File: config.mk
export PLATFORM = sky130hd
export DESIGN_NAME = lru_key_cache_top
export DESIGN_NICKNAME = d
export VERILOG_FILES = /design/src/sv/lkc_pkg.sv /design/src/sv/lru_key_cache_top.sv /design/src/sv/lkc_cell.sv
export SDC_FILE = /design/constraint.sdc
export NUM_CORES = 1
export LEC_CHECK = 0
export BUFFER_PORTS_ARGS = -buffer_cell sky130_fd_sc_hd__buf_4
export CAP_MARGIN = 25
export CORE_MARGIN = 2
export CORE_UTILIZATION = 50
export CTS_BUF_LIST = sky130_fd_sc_hd__clkbuf_4 sky130_fd_sc_hd__clkbuf_8
export DETAILED_ROUTE_END_ITERATION = 7
export PLACE_DENSITY = 0.68
export REMOVE_ABC_BUFFERS = 1
export SYNTH_ARGS = -nofsm -noshare
export SYNTH_HDL_FRONTEND = slang
export SYNTH_HIERARCHICAL = 1
export SYNTH_SLANG_ARGS = --single-unit
File: constraint.sdc
create_clock -name clk -period 7.34 [get_ports clk]
set_clock_uncertainty 0.2 [all_clocks]
set_input_delay 0.367 -clock clk [delete_from_list [all_inputs] [get_ports clk]]
set_output_delay 0.367 -clock clk [all_outputs]
set_load 0.01 [all_outputs]
File: src/sv/lkc_pkg.sv
// Shared constants and chain link type for the LRU key cache.
`timescale 1ns / 1ps
package lkc_pkg;

  localparam int DEF_ENTRIES  = 8;
  localparam int DEF_KEY_BITS = 16;

  localparam int PAGE_KEY_W = 16;
  localparam int CAP_W      = 4;
  localparam int OCC_W      = 4;

  localparam logic [CAP_W-1:0] CAP_RESET = 4'd4;

  // Passed from each cell to the next one down the recency row.
  typedef struct packed {
    logic seen;   // key matched in this cell or a more recent one
    logic valid;  // this cell holds a key
  } link_t;

endpackage

File: src/sv/lru_key_cache_top.sv
// LRU key cache top level: cell row, occupancy, capacity register and result register.
`timescale 1ns / 1ps
// The result of a transaction is registered and shows in the cycle after acceptance.
// Throughput: one reference per cycle; the compare-and-shift across the cell row finishes
// in the cycle of acceptance, and a held result stalls input only while out_stall is high.
// Reset (synchronous, rst_n low): all entries invalid, occupancy zero, capacity 4.
// The key storage itself is not cleared; no clearing pass is needed.
module lru_key_cache_top #(
  parameter int ENTRIES  = lkc_pkg::DEF_ENTRIES,
  parameter int KEY_BITS = lkc_pkg::DEF_KEY_BITS
) (
  input  logic                            clk,
  input  logic                            rst_n,
  input  logic                            cfg_valid,
  output logic                            cfg_ready,
  input  logic [lkc_pkg::CAP_W-1:0]       cfg_capacity,
  input  logic                            in_valid,
  output logic                            in_stall,
  input  logic [lkc_pkg::PAGE_KEY_W-1:0]  in_page_key,
  output logic                            out_valid,
  input  logic                            out_stall,
  output logic                            out_hit,
  output logic                            out_evicted,
  output logic [lkc_pkg::PAGE_KEY_W-1:0]  out_evicted_key,
  output logic [lkc_pkg::OCC_W-1:0]       out_occupancy
);

  localparam int IDX_W = $clog2(ENTRIES);
  localparam int CNT_W = $clog2(ENTRIES + 1);
  localparam int CMP_W = (CNT_W > lkc_pkg::CAP_W) ? CNT_W : lkc_pkg::CAP_W;
  localparam int PKW   = lkc_pkg::PAGE_KEY_W;

  logic [lkc_pkg::CAP_W-1:0] cap_r;
  logic [CNT_W-1:0]          count_r;
  logic [CNT_W-1:0]          count_nxt;
  logic                      out_valid_r;
  logic                      out_hit_r;
  logic                      out_evicted_r;
  logic [PKW-1:0]            out_evicted_key_r;
  logic [lkc_pkg::OCC_W-1:0] out_occupancy_r;

  logic                      accept;
  logic                      hit;
  logic                      evict;
  logic                      grow;
  logic [CMP_W-1:0]          cap_raw;
  logic [CMP_W-1:0]          cap_eff;
  logic [CMP_W-1:0]          count_ext;
  logic [IDX_W-1:0]          miss_limit;
  logic [KEY_BITS-1:0]       key_s;
  logic [KEY_BITS-1:0]       ev_key;
  logic [PKW-1:0]            ev_key_out;
  logic [ENTRIES:0]          valid_ext;

  logic [KEY_BITS-1:0]       cell_key [ENTRIES];
  lkc_pkg::link_t            chain    [ENTRIES+1];

  assign cfg_ready = 1'b1;
  assign accept    = in_valid && !in_stall;
  assign in_stall  = out_valid_r && out_stall;

  generate
    if (KEY_BITS >= PKW) begin : g_key_wide
      assign key_s      = KEY_BITS'(in_page_key);
      assign ev_key_out = ev_key[PKW-1:0];
    end else begin : g_key_narrow
      assign key_s      = in_page_key[KEY_BITS-1:0];
      assign ev_key_out = PKW'(ev_key);
    end
  endgenerate

  assign chain[0] = '{seen: 1'b0, valid: 1'b1};

  genvar gi;
  generate
    for (gi = 0; gi < ENTRIES; gi++) begin : g_cell
      lkc_cell #(
        .ENTRIES  (ENTRIES),
        .KEY_BITS (KEY_BITS),
        .IDX      (gi)
      ) u_cell (
        .clk        (clk),
        .rst_n      (rst_n),
        .update     (accept),
        .hit        (hit),
        .miss_limit (miss_limit),
        .key_ref    (key_s),
        .key_i      ((gi == 0) ? key_s : cell_key[(gi == 0) ? 0 : gi-1]),
        .link_i     (chain[gi]),
        .key_o      (cell_key[gi]),
        .link_o     (chain[gi+1])
      );
      assign valid_ext[gi] = chain[gi+1].valid;
    end
  endgenerate

  assign valid_ext[ENTRIES] = 1'b0;
  assign hit = chain[ENTRIES].seen;

  // Effective capacity: zero acts as one, saturates at the row length.
  assign cap_raw   = CMP_W'(cap_r);
  assign count_ext = CMP_W'(count_r);
  always_comb begin
    if (cap_raw == '0) begin
      cap_eff = CMP_W'(1);
    end else if (cap_raw > CMP_W'(ENTRIES)) begin
      cap_eff = CMP_W'(ENTRIES);
    end else begin
      cap_eff = cap_raw;
    end
  end

  assign evict = !hit && (count_ext >= cap_eff) && (count_r != '0);
  assign grow  = !hit && !evict && (count_r < CNT_W'(ENTRIES));

  always_comb begin
    if (evict) begin
      miss_limit = IDX_W'(count_r - 1'b1);
    end else if (count_r >= CNT_W'(ENTRIES - 1)) begin
      miss_limit = IDX_W'(ENTRIES - 1);
    end else begin
      miss_limit = IDX_W'(count_r);
    end
  end

  // Least recent key sits in the last valid cell.
  always_comb begin
    ev_key = '0;
    for (int i = 0; i < ENTRIES; i++) begin
      if (valid_ext[i] && !valid_ext[i+1]) begin
        ev_key = ev_key | cell_key[i];
      end
    end
    if (!evict) begin
      ev_key = '0;
    end
  end

  assign count_nxt = count_r + CNT_W'(grow);

  always_ff @(posedge clk) begin
    if (!rst_n) begin
      cap_r <= lkc_pkg::CAP_RESET;
    end else if (cfg_valid && cfg_ready) begin
      cap_r <= cfg_capacity;
    end
  end

  always_ff @(posedge clk) begin
    if (!rst_n) begin
      count_r     <= '0;
      out_valid_r <= 1'b0;
    end else begin
      if (accept) begin
        count_r <= count_nxt;
      end
      if (accept) begin
        out_valid_r <= 1'b1;
      end else if (!out_stall) begin
        out_valid_r <= 1'b0;
      end
    end
  end

  always_ff @(posedge clk) begin
    if (accept) begin
      out_hit_r         <= hit;
      out_evicted_r     <= evict;
      out_evicted_key_r <= ev_key_out;
      out_occupancy_r   <= lkc_pkg::OCC_W'(count_nxt);
    end
  end

  assign out_valid       = out_valid_r;
  assign out_hit         = out_hit_r;
  assign out_evicted     = out_evicted_r;
  assign out_evicted_key = out_evicted_key_r;
  assign out_occupancy   = out_occupancy_r;

  a_count_bound: assert property (@(posedge clk) disable iff (!rst_n)
    count_r <= CNT_W'(ENTRIES))
    else $error("occupancy above row length");

  a_valid_thermo: assert property (@(posedge clk) disable iff (!rst_n)
    $countones(valid_ext) == count_r)
    else $error("valid cells disagree with occupancy");

  a_valid_packed: assert property (@(posedge clk) disable iff (!rst_n)
    $onehot(valid_ext + 1'b1))
    else $error("valid cells not contiguous from most recent");

  a_hit_no_evict: assert property (@(posedge clk) disable iff (!rst_n)
    out_valid_r |-> !(out_hit_r && out_evicted_r))
    else $error("hit and eviction in one transaction");

  a_evict_keeps_count: assert property (@(posedge clk) disable iff (!rst_n)
    accept && !grow |=> count_r == $past(count_r))
    else $error("occupancy changed without a fill");

endmodule

File: src/sv/lkc_cell.sv
// One recency slot: holds a key, compares it with the reference, shifts from its neighbor.
`timescale 1ns / 1ps
module lkc_cell #(
  parameter int ENTRIES  = lkc_pkg::DEF_ENTRIES,
  parameter int KEY_BITS = lkc_pkg::DEF_KEY_BITS,
  parameter int IDX      = 0
) (
  input  logic                         clk,
  input  logic                         rst_n,
  input  logic                         update,
  input  logic                         hit,
  input  logic [$clog2(ENTRIES)-1:0]   miss_limit,
  input  logic [KEY_BITS-1:0]          key_ref,
  input  logic [KEY_BITS-1:0]          key_i,
  input  lkc_pkg::link_t               link_i,
  output logic [KEY_BITS-1:0]          key_o,
  output lkc_pkg::link_t               link_o
);

  localparam int IDX_W = $clog2(ENTRIES);
  localparam logic [IDX_W-1:0] MY_IDX = IDX_W'(IDX);

  logic [KEY_BITS-1:0] key_r;
  logic                valid_r;
  logic                match;
  logic                shift_en;

  assign match    = valid_r && (key_r == key_ref);
  assign shift_en = update && (hit ? !link_i.seen : (MY_IDX <= miss_limit));

  always_ff @(posedge clk) begin
    if (!rst_n) begin
      valid_r <= 1'b0;
    end else if (shift_en) begin
      valid_r <= link_i.valid;
    end
  end

  always_ff @(posedge clk) begin
    if (shift_en) begin
      key_r <= key_i;
    end
  end

  assign key_o        = key_r;
  assign link_o.seen  = link_i.seen | match;
  assign link_o.valid = valid_r;

endmodule
==> results.cfg <==
[yosys]
yosysUniqueCellTypes = 46
yosys_register_bits = 167
synthCells = 559
syn_area_um2 = 8020
yosysWarnings = 6
synth-edff-count = 150
async_flop_share_pct = 0
yosysSeqAreaShare_pct = 60.4
avgSynthCellArea_um2 = 14.4
ys.flop_type = edfxtp_1

[clock_tree]
ctsResizeCount = 0
clk_latency_ps = 490
cts-root-buf = clkbuf_8
clk_pin_slew_ps = 90
cts_buffers = 17
htreeDepth = 4
cts_tree = yes
cts.sinks = 167
clock_path_buffers = 2

[power]
power_mw = 1.89
p_per_area_nw_per_um2 = 205
p_leak_nw = 3.03
irDropWorstVdd_mv = 0.138

[route]
vias = 5249
ant_nets = 0
post_drt_wl_per_cell_um = 25.2
drt-initial-drc-count = 674
viasPerCell = 6.08
dr_wl_met3_um = 1910
top_layer_used = met4
wl_met2_um = 10000
first_pass_iters = 5
wl_met1_um = 9080
route.detailed.drc = 0
finalWirelength_um = 21800

[global_routing]
groute.usage.overall_pct = 26.8
antenna_found_initial = 0
grt_pass1_vias = 5134
grt_max_degree = 29
grt_pass1_wl_um = 32200
grt-ovfl-total = 0

[worst_setup_path]
cp_max_fo = 16
worstPathRequired_ps = 7260
path_delay_family = compound AO/OA/AOI/OAI gates
worstPathArrival_ps = 6180
crit_slowest_cell = and2_1
cpMostUsedCell = a41o_1
end_kind = flip-flop
path_class = primary input to flip-flop
crit_chain = dlygate4sd3_1 > buf_4 > xnor2_1 > nand4_1 > nor3_1 > a41o_1 > a41o_1 > a41o_1 > a41o_1 > a41o_1 > a41o_1 > a41o_1 > a41o_1 > or3_4 > a211o_1 > buf_4 > mux2i_1 > o21ai_0 > mux2i_1 > and2_1
cp-start-kind = primary input
slowest_delay_ps = 800
path_buf_inv = 3

[sta]
min_period_ps = 6260
fin_tns_setup_ps = 0
whs_ps = 13.6
setup_viol = 0
fin_crit_sh_pct = 85.3
rsz0062_at_grt = false
slew_headroom_pct = 28.6
fmaxAchievable_mhz = 160
maxSlewViolCount = 0
hold_viol_final = 0
worst_pin_slew_ps = 1070

[layout]
stdcell_count = 863
final_common_cell = edfxtp_1
areaGrowthSynthToFinish_pct = 14.5
nNetsFinal = 667
fin_area_um2 = 9190
drive_above_1_share_pct = 18.1
layout_common_cells = edfxtp_1, xnor2_1, buf_4
diodes = 0

[run]
drv_cap = 0

[floorplan]
rows = 46
dieArea_um2 = 17100
coreArea_um2 = 15800
ioPinCount = 50
die_h_um = 131
initial_core_util_pct = 50.9
die_w_um = 131

[placement]
dp.cells = 804
placed_area_um2 = 8580
hpwlAfterDp_um = 14400
place_congestion = 0.956
placement.io_buffers = 48

[worst_hold_path]
hp-class = primary input to flip-flop

[status]
outcome = finished, final reports clean
## tightest hold or removal path: stages
cell and delay, ps:
buf_4 120, mux2i_1 70, nor2b_1 100
## synth_stat cells (3+ instances only)
master      n  area share, %
a31oi_1     6           0.47
a21boi_2    4           0.56
xor2_1     33            3.6
xnor2_1    99             11
a22o_1     16            1.7
a221oi_1   16            1.7
mux2i_1    12            1.5
a22oi_1    32            3.0
and2_1      6           0.47
ha_1        8            1.2
a41o_1      8            1.0
edfxtp_1  150             56
nor4_1      9           0.70
nand2b_1    5           0.39
clkbuf_1   16           0.75
dfxtp_1    17            4.2
a31oi_4    10            2.7
nor2_1      9           0.42
nand3_1     9           0.56
nor3_1     12           0.75
inv_1       3           0.14
nor2b_1    17            1.3
buf_4       9           0.84
nand4_1    17            1.3
nand2_1     8           0.37
## cell families after synthesis
group                    count (synthesis)  share of synthesized area, %
adder cells (fa/ha/maj)                  8                          1.25
AND/OR/NAND/NOR                         99                          7.45
multiplexers                            14                          1.78
XOR/XNOR                               132                          14.4
buffers and inverters                   33                          2.29
other                                    2                        0.0936
AO/OA/AOI/OAI                          104                          12.3
flip-flops                             167                          60.4
## path summary, 6_finish.rpt
kind / startpoint / depth (start not counted) / to / slack [ps]
max: in_page_key[7] / 20 / g_cell[5].u_cell/key_o[11] / 1080
min: cfg_valid / 3 / cap_r[3] / 10
max reg2reg: g_cell[0].u_cell/key_o[7] / 18 / g_cell[5].u_cell/key_o[11] / 1230
min reg2reg: g_cell[3].u_cell/key_o[7] / 0 / g_cell[4].u_cell/key_o[7] / 300
## registers in the layout, indices dropped and copies added (netlist names)
register               flops
out_evicted                1
count_ext                  4
cap_r                      4
out_hit                    1
g_cell.u_cell/valid_r      8
out_occupancy              4
g_cell.u_cell/key_o      128
out_valid                  1
out_evicted_key           16
## per-layer routing
metal | vias to the layer above | track usage [%]
met4 | 0 | 11.0
met5 | - | 0
met3 | 59 | 7.53
li1 | 2291 | -
met1 | 2607 | 36.6
met2 | 292 | 40.7
## area by class of cell
| cell class | instances | area [µm²] |
|---|---|---|
| clock buffer | 18 | 241 |
| clock inverter | 14 | 87.6 |
| fill | 1281 | 6580 |
| inverter | 4 | 15.0 |
| multi-input combinational | 361 | 3030 |
| sequential | 167 | 4840 |
| tap | 216 | 270 |
| timing repair buffer | 83 | 701 |
## power breakdown
group          internal, mW  leakage [nW]  switching [mW]
registers              1.07          1.54          0.0304
logic                0.0845          1.33           0.115
clock network         0.231         0.158           0.350
## metrics by stage
step	util [%]	setup slack (ps)
global placement	54.4	1390
floorplan	-	1600
CTS	58.1	1140
global route	58.3	868
detailed placement	54.4	1210
finish	58.3	1080
## timing repair
item	4_1_cts	5_1_grt
endpoints found under the hold margin	21	0
setup buffers	0	0
hold buffers	25	0
(Power assumes the default switching activity.)
